--- config.mk ---
export PLATFORM = sky130hd
export DESIGN_NAME = tree_leaf_level_order_lister_top
export DESIGN_NICKNAME = d
export VERILOG_FILES = /design/src/hw/rtl/tll_pkg.sv /design/src/hw/rtl/tree_leaf_level_order_lister_top.sv /design/src/hw/rtl/tll_rsp_buf.sv
export SDC_FILE = /design/constraint.sdc
export NUM_CORES = 1
export LEC_CHECK = 0
export ABC_AREA = 1
export BUFFER_PORTS_ARGS = -buffer_cell sky130_fd_sc_hd__buf_2
export CAP_MARGIN = 20
export CORE_MARGIN = 10
export CORE_UTILIZATION = 60
export CTS_CLUSTER_SIZE = 8
export DETAILED_ROUTE_END_ITERATION = 10
export HOLD_SLACK_MARGIN = 0.1
export PLACE_DENSITY_LB_ADDON = 0.25
export SLEW_MARGIN = 25
export SYNTH_ARGS = -nofsm -noshare
export SYNTH_HDL_FRONTEND = slang
export SYNTH_HIERARCHICAL = 1
export SYNTH_SLANG_ARGS = --single-unit
export TNS_END_PERCENT = 100
--- constraint.sdc ---
create_clock -name clock -period 8.3 [get_ports clock]
set_clock_uncertainty 0.2 [all_clocks]
set_input_delay 1.245 -clock clock [delete_from_list [all_inputs] [get_ports clock]]
set_output_delay 1.245 -clock clock [all_outputs]
set_load 0.01 [all_outputs]
--- src/hw/rtl/tll_pkg.sv ---
// ----------------------------------------------------------------------------
// tll_pkg
// Shared types and constants of the tree leaf level-order lister.
// ----------------------------------------------------------------------------
package tll_pkg;

   // default node store depth
   localparam int MAX_NODES_DEF = 16;

   // leaf result buffer
   localparam int MAX_RESULTS = 16;
   localparam int RES_AW      = $clog2(MAX_RESULTS);
   localparam int RES_CW      = $clog2(MAX_RESULTS + 1);

   // width of a node index field
   localparam int NODE_W = 4;

   // opcodes
   localparam logic OP_NODE   = 1'b0;
   localparam logic OP_FINISH = 1'b1;

   // result status codes
   localparam logic [1:0] STATUS_LEAF  = 2'd0;
   localparam logic [1:0] STATUS_EMPTY = 2'd1;
   localparam logic [1:0] STATUS_BAD   = 2'd2;

   typedef struct packed {
      logic              opcode;
      logic              left_present;
      logic [NODE_W-1:0] left_child;
      logic              right_present;
      logic [NODE_W-1:0] right_child;
   } tll_req_type;

   typedef struct packed {
      logic [NODE_W-1:0] leaf_index;
      logic [1:0]        status;
      logic              last;
   } tll_rsp_type;

   // control from the walk sequencer to the result buffer
   typedef struct packed {
      logic              leaf_we;
      logic [RES_AW-1:0] leaf_wa;
      logic [NODE_W-1:0] leaf_wd;
      logic [RES_AW-1:0] leaf_ra;
      logic              emit_leaf;
      logic              emit_status;
      logic [1:0]        status;
      logic              last;
   } tll_buf_ctl_type;

endpackage

--- src/hw/rtl/tree_leaf_level_order_lister_top.sv ---
// ----------------------------------------------------------------------------
// tree_leaf_level_order_lister_top
// Loads a binary tree node by node and lists its leaves in level order.
// ----------------------------------------------------------------------------
// A node entry is stored in the child table memory while there is room.
// A finish transaction first scans the table, one entry a cycle, for child
// indices out of range and for the lowest unreferenced node, then walks the
// tree breadth first through a queue memory: each visited node passes
// through a queue read, a table read and a processing step, plus a further
// step to queue its right child when it has one, since the queue memory
// takes one write a cycle. Leaves are then read out of the leaf buffer in
// order, waiting whenever the result side stalls. Empty and malformed trees
// give a single status transaction. No new transaction is taken while a
// finish is in progress; after the last result is loaded the block takes the
// next tree at once, even while that result is still waiting to be taken.
module tree_leaf_level_order_lister_top
   import tll_pkg::*;
#(
   parameter int MAX_NODES = MAX_NODES_DEF
)(
   input  logic        clock,
   input  logic        reset,
   input  logic        req_valid,
   output logic        req_ready,
   input  tll_req_type req_data,
   output logic        rsp_valid,
   input  logic        rsp_ready,
   output tll_rsp_type rsp_data
);

   localparam int AW = $clog2(MAX_NODES);
   localparam int CW = $clog2(MAX_NODES + 1);
   localparam int XW = (AW > NODE_W) ? AW : NODE_W;
   localparam int EW = 2 * (NODE_W + 1);

   typedef enum logic [3:0] {
      ST_IDLE,
      ST_SCAN,
      ST_QRD,
      ST_TRD,
      ST_PROC,
      ST_RIGHT,
      ST_EMIT,
      ST_EMIT_WAIT,
      ST_STATUS
   } state_type;

   // child table: {left present, left, right present, right}
   logic [EW-1:0]     tbl_mem [MAX_NODES];
   logic [EW-1:0]     tbl_rd_ff;
   logic              tbl_we;
   logic [AW-1:0]     tbl_wa;
   logic [EW-1:0]     tbl_wd;
   logic [AW-1:0]     tbl_ra;

   // walk queue
   logic [NODE_W-1:0] q_mem [MAX_NODES];
   logic [NODE_W-1:0] q_rd_ff;
   logic              q_we;
   logic [AW-1:0]     q_wa;
   logic [NODE_W-1:0] q_wd;
   logic [AW-1:0]     q_ra;

   state_type         state_ff, state_in;
   logic [MAX_NODES-1:0] marks_ff, marks_in;
   logic [CW-1:0]     count_ff, count_in;
   logic [CW-1:0]     scan_ff, scan_in;
   logic              pend_ff, pend_in;
   logic              bad_ff, bad_in;
   logic              root_found_ff, root_found_in;
   logic [AW-1:0]     root_ff, root_in;
   logic [CW-1:0]     head_ff, head_in;
   logic [CW-1:0]     tail_ff, tail_in;
   logic [NODE_W-1:0] node_ff, node_in;
   logic [NODE_W:0]   right_ff, right_in;
   logic [RES_CW-1:0] leaves_ff, leaves_in;
   logic [RES_CW-1:0] emit_ff, emit_in;
   logic [1:0]        status_ff, status_in;

   tll_buf_ctl_type   ctl;
   logic              rsp_free;

   logic [XW-1:0]     lx;
   logic [XW-1:0]     rx;
   logic              lp, rp;
   logic [NODE_W-1:0] lc, rc;

   // memories, registered read
   always_ff @(posedge clock) begin
      if (tbl_we) begin
         tbl_mem[tbl_wa] <= tbl_wd;
      end
      tbl_rd_ff <= tbl_mem[tbl_ra];
   end

   always_ff @(posedge clock) begin
      if (q_we) begin
         q_mem[q_wa] <= q_wd;
      end
      q_rd_ff <= q_mem[q_ra];
   end

   // unpack table read data
   assign lp = tbl_rd_ff[EW-1];
   assign lc = tbl_rd_ff[EW-2 -: NODE_W];
   assign rp = tbl_rd_ff[NODE_W];
   assign rc = tbl_rd_ff[NODE_W-1:0];

   // mark indices widened to the store address
   assign lx = XW'(req_data.left_child);
   assign rx = XW'(req_data.right_child);

   // sequencer next state
   always_comb begin
      state_in      = state_ff;
      marks_in      = marks_ff;
      count_in      = count_ff;
      scan_in       = scan_ff;
      pend_in       = pend_ff;
      bad_in        = bad_ff;
      root_found_in = root_found_ff;
      root_in       = root_ff;
      head_in       = head_ff;
      tail_in       = tail_ff;
      node_in       = node_ff;
      right_in      = right_ff;
      leaves_in     = leaves_ff;
      emit_in       = emit_ff;
      status_in     = status_ff;

      req_ready = 1'b0;
      tbl_we    = 1'b0;
      tbl_wa    = count_ff[AW-1:0];
      tbl_wd    = {req_data.left_present,
                   req_data.left_present ? req_data.left_child : NODE_W'(0),
                   req_data.right_present,
                   req_data.right_present ? req_data.right_child : NODE_W'(0)};
      tbl_ra    = scan_ff[AW-1:0];
      q_we      = 1'b0;
      q_wa      = tail_ff[AW-1:0];
      q_wd      = lc;
      q_ra      = head_ff[AW-1:0];
      ctl       = '0;
      ctl.leaf_wa = leaves_ff[RES_AW-1:0];
      ctl.leaf_wd = node_ff;
      ctl.leaf_ra = emit_ff[RES_AW-1:0];
      ctl.status  = status_ff;

      case (state_ff)
         ST_IDLE: begin
            req_ready = 1'b1;
            if (req_valid) begin
               if (req_data.opcode == OP_NODE) begin
                  // store entry and mark its children
                  if (32'(count_ff) < MAX_NODES) begin
                     tbl_we   = 1'b1;
                     count_in = CW'(count_ff + CW'(1));
                     if (req_data.left_present && (32'(req_data.left_child) < MAX_NODES)) begin
                        marks_in[lx[AW-1:0]] = 1'b1;
                     end
                     if (req_data.right_present &&
                         (32'(req_data.right_child) < MAX_NODES)) begin
                        marks_in[rx[AW-1:0]] = 1'b1;
                     end
                  end
               end else if (count_ff == '0) begin
                  status_in = STATUS_EMPTY;
                  state_in  = ST_STATUS;
               end else begin
                  scan_in       = '0;
                  pend_in       = 1'b0;
                  bad_in        = 1'b0;
                  root_found_in = 1'b0;
                  state_in      = ST_SCAN;
               end
            end
         end

         ST_SCAN: begin
            // issue table read and look for the root
            if (scan_ff < count_ff) begin
               if (!root_found_ff && !marks_ff[scan_ff[AW-1:0]]) begin
                  root_found_in = 1'b1;
                  root_in       = scan_ff[AW-1:0];
               end
               scan_in = CW'(scan_ff + CW'(1));
               pend_in = 1'b1;
            end else begin
               pend_in = 1'b0;
            end
            // range check of the entry read last cycle
            if (pend_ff) begin
               if ((lp && !(32'(lc) < 32'(count_ff))) ||
                   (rp && !(32'(rc) < 32'(count_ff)))) begin
                  bad_in = 1'b1;
               end
            end
            if ((scan_ff == count_ff) && !pend_ff) begin
               if (bad_ff || !root_found_ff) begin
                  status_in = STATUS_BAD;
                  state_in  = ST_STATUS;
               end else begin
                  q_we      = 1'b1;
                  q_wa      = '0;
                  q_wd      = NODE_W'(root_ff);
                  head_in   = '0;
                  tail_in   = CW'(1);
                  leaves_in = '0;
                  state_in  = ST_QRD;
               end
            end
         end

         ST_QRD: begin
            if (head_ff < tail_ff) begin
               head_in  = CW'(head_ff + CW'(1));
               state_in = ST_TRD;
            end else if (leaves_ff == '0) begin
               marks_in = '0;
               count_in = '0;
               head_in  = '0;
               tail_in  = '0;
               state_in = ST_IDLE;
            end else begin
               emit_in  = '0;
               state_in = ST_EMIT;
            end
         end

         ST_TRD: begin
            node_in  = q_rd_ff;
            tbl_ra   = AW'(q_rd_ff);
            state_in = ST_PROC;
         end

         ST_PROC: begin
            right_in = {rp, rc};
            if (!lp && !rp) begin
               // leaf: keep it in the result buffer
               if (32'(leaves_ff) >= MAX_RESULTS) begin
                  status_in = STATUS_BAD;
                  state_in  = ST_STATUS;
               end else begin
                  ctl.leaf_we = 1'b1;
                  leaves_in   = RES_CW'(leaves_ff + RES_CW'(1));
                  state_in    = ST_QRD;
               end
            end else if (lp) begin
               if (tail_ff >= count_ff) begin
                  status_in = STATUS_BAD;
                  state_in  = ST_STATUS;
               end else begin
                  q_we     = 1'b1;
                  q_wd     = lc;
                  tail_in  = CW'(tail_ff + CW'(1));
                  state_in = rp ? ST_RIGHT : ST_QRD;
               end
            end else begin
               state_in = ST_RIGHT;
            end
         end

         ST_RIGHT: begin
            if (tail_ff >= count_ff) begin
               status_in = STATUS_BAD;
               state_in  = ST_STATUS;
            end else begin
               q_we     = 1'b1;
               q_wd     = right_ff[NODE_W-1:0];
               tail_in  = CW'(tail_ff + CW'(1));
               state_in = ST_QRD;
            end
         end

         ST_EMIT: begin
            // wait until the output slot frees up; the leaf memory reads the current index
            if (rsp_free) begin
               state_in = ST_EMIT_WAIT;
            end
         end

         ST_EMIT_WAIT: begin
            ctl.emit_leaf = 1'b1;
            ctl.last      = (RES_CW'(emit_ff + RES_CW'(1)) == leaves_ff);
            emit_in       = RES_CW'(emit_ff + RES_CW'(1));
            if (ctl.last) begin
               marks_in = '0;
               count_in = '0;
               head_in  = '0;
               tail_in  = '0;
               state_in = ST_IDLE;
            end else begin
               state_in = ST_EMIT;
            end
         end

         ST_STATUS: begin
            if (rsp_free) begin
               ctl.emit_status = 1'b1;
               ctl.last        = 1'b1;
               marks_in        = '0;
               count_in        = '0;
               head_in         = '0;
               tail_in         = '0;
               state_in        = ST_IDLE;
            end
         end

         default: begin
            state_in = ST_IDLE;
         end
      endcase
   end

   // state and control registers
   always_ff @(posedge clock) begin
      if (reset) begin
         state_ff      <= ST_IDLE;
         marks_ff      <= '0;
         count_ff      <= '0;
         scan_ff       <= '0;
         pend_ff       <= 1'b0;
         bad_ff        <= 1'b0;
         root_found_ff <= 1'b0;
         head_ff       <= '0;
         tail_ff       <= '0;
         leaves_ff     <= '0;
         emit_ff       <= '0;
      end else begin
         state_ff      <= state_in;
         marks_ff      <= marks_in;
         count_ff      <= count_in;
         scan_ff       <= scan_in;
         pend_ff       <= pend_in;
         bad_ff        <= bad_in;
         root_found_ff <= root_found_in;
         head_ff       <= head_in;
         tail_ff       <= tail_in;
         leaves_ff     <= leaves_in;
         emit_ff       <= emit_in;
      end
      root_ff   <= root_in;
      node_ff   <= node_in;
      right_ff  <= right_in;
      status_ff <= status_in;
   end

   // leaf buffer and output register
   tll_rsp_buf u_rsp_buf (
      .clock     (clock),
      .reset     (reset),
      .ctl       (ctl),
      .rsp_free  (rsp_free),
      .rsp_valid (rsp_valid),
      .rsp_ready (rsp_ready),
      .rsp_data  (rsp_data)
   );

endmodule

--- src/hw/rtl/tll_rsp_buf.sv ---
// ----------------------------------------------------------------------------
// tll_rsp_buf
// Leaf buffer memory and result output register. Leaves found by the walk are
// held here until the walk is known to be well formed, then read out in order.
// ----------------------------------------------------------------------------
module tll_rsp_buf
   import tll_pkg::*;
(
   input  logic            clock,
   input  logic            reset,
   input  tll_buf_ctl_type ctl,
   output logic            rsp_free,
   output logic            rsp_valid,
   input  logic            rsp_ready,
   output tll_rsp_type     rsp_data
);

   logic [NODE_W-1:0] leaf_mem [MAX_RESULTS];
   logic [NODE_W-1:0] leaf_rd_ff;

   logic        rsp_valid_ff;
   logic        rsp_valid_in;
   tll_rsp_type rsp_data_ff;
   tll_rsp_type rsp_data_in;

   // leaf memory, registered read
   always_ff @(posedge clock) begin
      if (ctl.leaf_we) begin
         leaf_mem[ctl.leaf_wa] <= ctl.leaf_wd;
      end
      leaf_rd_ff <= leaf_mem[ctl.leaf_ra];
   end

   // output slot is free when empty or being taken now
   assign rsp_free = !rsp_valid_ff || rsp_ready;

   // output register next value
   always_comb begin
      rsp_valid_in = rsp_valid_ff;
      rsp_data_in  = rsp_data_ff;
      if (rsp_valid_ff && rsp_ready) begin
         rsp_valid_in = 1'b0;
      end
      if (ctl.emit_leaf) begin
         rsp_valid_in           = 1'b1;
         rsp_data_in.leaf_index = leaf_rd_ff;
         rsp_data_in.status     = STATUS_LEAF;
         rsp_data_in.last       = ctl.last;
      end else if (ctl.emit_status) begin
         rsp_valid_in           = 1'b1;
         rsp_data_in.leaf_index = '0;
         rsp_data_in.status     = ctl.status;
         rsp_data_in.last       = ctl.last;
      end
   end

   always_ff @(posedge clock) begin
      if (reset) begin
         rsp_valid_ff <= 1'b0;
      end else begin
         rsp_valid_ff <= rsp_valid_in;
      end
      rsp_data_ff <= rsp_data_in;
   end

   assign rsp_valid = rsp_valid_ff;
   assign rsp_data  = rsp_data_ff;

endmodule
==> impl_metrics.csv <==
group,metric,value,unit
setup_path,worst_ep_required_time,8300,ps
setup_path,end_kind,"flop",
logic_synthesis,synthFlopType,"edfxtp_1",
floorplanning,rows,61,
sta,worstMarginPinSlew,1010,ps
floorplanning,die_w,189,um
sta,fin_tns_setup,0,ps
power_and_ir_drop,leakage,7.14,nW
grt,grt_max_degree,101,
sta,setup_viol,0,
drt,drtPass1Iterations,6,
layout,layout-drive-gt1-share,6.80,%
power_and_ir_drop,ir_drop,0.000189,V
clock_network,cts_made_buffers,53,
drt,avgRoutedWirePerCell,19.2,um
place,io_buffer_count,23,
logic_synthesis,synth_area_leaders,"edfxtp_1, dfxtp_1, nand2_1, nor2_1, inv_1",
grt,grt_pass1_wl,64700,um
floorplanning,design.die.area,35800,sq um
grt,grt_overflow,0,
power_and_ir_drop,switching_share,26.4,%
sta,drv_slew,0,
drt,drtAntennaViolNets,0,
min_path,hold_depth,0,
setup_path,slowest_delay,520,ps
setup_path,cpMostUsedCell,"nand2_1",
min_path,worstHoldStart,"q_rd_ff[3]$_DFF_P_",
layout,fill_cells,2079,
setup_path,cp.arrival,3310,ps
drt,drc,0,
min_path,holdPathEnd,"node_ff[3]$_DFFE_PP_",
clock_network,cts_resized,0,
place,gp_congestion,0.942,
logic_synthesis,syn_inst,1711,
setup_path,cp_num_cells,13,
power_and_ir_drop,clkPwrFrac,41.2,%
logic_synthesis,synth-seq-area-share,62.2,%
layout,regArea,10700,sq um
power_and_ir_drop,pwr-share-comb,12.6,%
clock_network,cts_buffer_depth,3,
grt,antenna_found_initial,0,
sta,period_minus_slack,3310,ps
layout,syn_to_final_growth,10.6,%
logic_synthesis,syn_area_per_cell,10.1,sq um
drt,dr.first_iter.drc_count,1516,
sta,max_clock_freq,0.303,GHz
logic_synthesis,synth.top_cell.area_share,53.6,%
setup_path,path_class,"flop to flop",
setup_path,path_max_fanout,7,
power_and_ir_drop,internal_power,0.00350,W
setup_path,path_buf_inv,3,
logic_synthesis,synthArstFlopShare,0,%
clock_network,cts_tree,"done",
layout,antennaDiodeCount,0,
status,status,"finished clean",
layout,postLayoutCellArea,19000,sq um
setup_path,worstReg2RegStart,"count_ff[3]$_SDFFE_PP0P_",
setup_path,worst_path_max_delay_cell,"nor3_1",
grt,track_usage,22.4,%
clock_network,clock_sinks,381,
floorplanning,io_pins,24,
sta,hold_viol_final,0,
logic_synthesis,ys_ff_latch,381,
place,placed_cell_area,17500,sq um
logic_synthesis,synth_warnings,6,
logic_synthesis,netlist_area,17200,sq um
logic_synthesis,ys_types,49,
sta,rsz0062_at_grt,"false",
clock_network,cts_max_level,2,
logic_synthesis,yosysTopAreaCell,"edfxtp_1",
clock_network,cts_setup_buffers,0,
power_and_ir_drop,power_switching,0.00125,W
logic_synthesis,synth-edff-count,307,
layout,nets,1776,
setup_path,start_kind,"flop",
drt,num_vias,12600,
clock_network,insertion_delay,560,ps
clock_network,hold_buffers,0,
setup_path,r2r_slack,4990,ps
setup_path,cp_cell_sequence,"inv_1, ha_1, nand2_1, nand2_1, a21oi_1, nand2_1, inv_1, nand2_1, nand2_1, inv_1, o21ai_2, nand3_1, nor3_1",
drt,wl,41000,um
setup_path,reg2reg_depth,13,
clock_network,clkTransAtPathRegs,50,ps
power_and_ir_drop,power_frac_seq,46.3,%
grt,first_global_vias,11900,
run,maxCapViolCount,0,
setup_path,critPathTopFamily,"simple AND/OR/NAND/NOR gates",
clock_network,cts_root_buffer,"clkbuf_16",
setup_path,r2r-end,"q_mem[3][0]$_DFFE_PP_",
floorplanning,start_util,61.4,%
logic_synthesis,syn_nets,1756,
power_and_ir_drop,p_per_area,250,nW/um^2
min_path,holdCritPathClass,"flop to flop",
sta,fin_crit_sh,39.8,%
floorplanning,core,28000,sq um
place,place_hpwl,26700,um
sta,slew-limit-headroom,32.9,%
layout,multi_input_area,5410,sq um
floorplanning,die_h,189,um
drt,avgViaCountPerCell,5.88,
layout make-up:
type	instances	share of cell area (%)
Inverter	200	3.97
Clock inverter	3	0.309
Clock buffer	85	7.65
Sequential cell	381	56.2
Multi-Input combinational cell	1064	28.4
Timing Repair Buffer	31	0.921
Tap cell	378	2.49
routing by layer:
layer / routed length, um / vias up / global-route usage [%] / share of wire, %
met5: 0 / - / 0 / 0
met4: 784 / 0 / 5.95 / 1.9
met3: 3590 / 69 / 3.47 / 8.7
met2: 18800 / 608 / 35.3 / 46
met1: 17900 / 5992 / 31.9 / 44
li1: - / 5931 / - / -
cells by family after synthesis:
| kind of cell | synth area share, % |
|---|---|
| AO/OA/AOI/OAI | 11.0 |
| XOR/XNOR | 0.509 |
| adder cells (fa/ha/maj) | 2.18 |
| buffers and inverters | 6.39 |
| flip-flops | 62.2 |
| multiplexers | 0.349 |
| AND/OR/NAND/NOR | 17.4 |
metrics by stage:
stage               total power (W)  hold WS, ps  util, %  worst slack (ps)  instances
floorplan                   0.00263          208        -              5510       1711
global placement            0.00280          216     62.5              4790       2054
detailed placement          0.00281          215     62.5              4710       2054
CTS                         0.00476          226     67.9              5040       2142
global route                0.00493          244     67.9              4720       2142
finish                      0.00475          228     67.9              4990       2142
cell usage in the layout, fill, tap and decap left out, types with 3 or more instances in the layout:
| master | synthesis | layout |
|---|---|---|
| a21oi_1 | 81 | 81 |
| buf_2 | 20 | 23 |
| buf_4 | 8 | 8 |
| clkbuf_1 | 29 | 31 |
| clkbuf_16 | 0 | 53 |
| clkinv_1 | 3 | 3 |
| dfxtp_1 | 74 | 73 |
| edfxtp_1 | 307 | 307 |
| ha_1 | 30 | 30 |
| inv_1 | 189 | 188 |
| inv_2 | 6 | 7 |
| mux2i_1 | 6 | 6 |
| nand2_1 | 317 | 316 |
| nand2_2 | 3 | 3 |
| nand3_1 | 140 | 140 |
| nand3_2 | 3 | 3 |
| nand3b_1 | 4 | 4 |
| nand4_1 | 19 | 19 |
| nor2_1 | 202 | 202 |
| nor2_2 | 4 | 4 |
| nor3_1 | 8 | 8 |
| o211ai_1 | 50 | 50 |
| o21ai_0 | 94 | 93 |
| o21ai_1 | 17 | 18 |
| o21ai_2 | 3 | 3 |
| o21bai_1 | 30 | 30 |
| o221ai_1 | 6 | 6 |
| o31a_1 | 3 | 3 |
| o31ai_1 | 5 | 5 |
| o32ai_1 | 10 | 10 |
| xor2_1 | 9 | 9 |
power groups by stage:
stage	sequential, W	clock (W)	combinational, W
2_1_floorplan	0.00222	0	0.000411
3_3_place_gp	0.00223	0	0.000566
3_5_place_dp	0.00223	0	0.000580
4_1_cts	0.00220	0.00197	0.000586
5_1_grt	0.00220	0.00206	0.000663
6_report	0.00220	0.00196	0.000596
registers in the layout, summed over array words and instances, names as in the netlist, 5 cells and up:
| name | count |
|---|---|
| tbl_mem | 160 |
| tail_ff | 5 |
| count_ff | 5 |
| head_ff | 5 |
| emit_ff | 5 |
| u_rsp_buf/leaf_mem | 64 |
| u_rsp_buf/rsp_data | 7 |
| leaves_ff | 5 |
| scan_ff | 5 |
| marks_ff | 16 |
| q_mem | 64 |
| tbl_rd_ff | 10 |
how the worst max path moves through the flow:
stage	startpoint	end	slack [ps]
2_1_floorplan	req_valid	tbl_mem[0][0]$_DFFE_PP_	5510
3_3_place_gp	req_data[10]	tbl_mem[12][1]$_DFFE_PP_	4790
3_5_place_dp	req_data[10]	tbl_mem[12][4]$_DFFE_PP_	4710
4_1_cts	count_ff[4]$_SDFFE_PP0P_	q_mem[3][0]$_DFFE_PP_	5040
5_1_grt	count_ff[3]$_SDFFE_PP0P_	q_mem[13][0]$_DFFE_PP_	4720
6_report	count_ff[3]$_SDFFE_PP0P_	q_mem[3][0]$_DFFE_PP_	4990
worst reg2reg max path, cell delays in order (launching register included):
cell     delay (ps)
dfxtp_1         430
inv_1           180
ha_1            340
nand2_1          70
nand2_1          50
a21oi_1         170
nand2_1         140
inv_1           230
nand2_1          80
nand2_1         100
inv_1           100
o21ai_2         100
nand3_1         240
nor3_1          520
cell usage after synthesis (all sizes together) (2+ instances only):
master and count:
nand2 321, edfxtp 307, nor2 208, inv 197
nand3 143, o21ai 115, a21oi 82, dfxtp 74
o211ai 50, buf 35, clkbuf 31, ha 30
o21bai 30, nand4 19, o32ai 10, xor2 9
nor3 8, mux2i 6, o221ai 6, o31ai 5
nand3b 4, clkinv 3, o31a 3, a211oi 2
nor4 2, o21a 2, o22ai 2, or2 2
No activity file was read; power rests on OpenSTA's default activity.
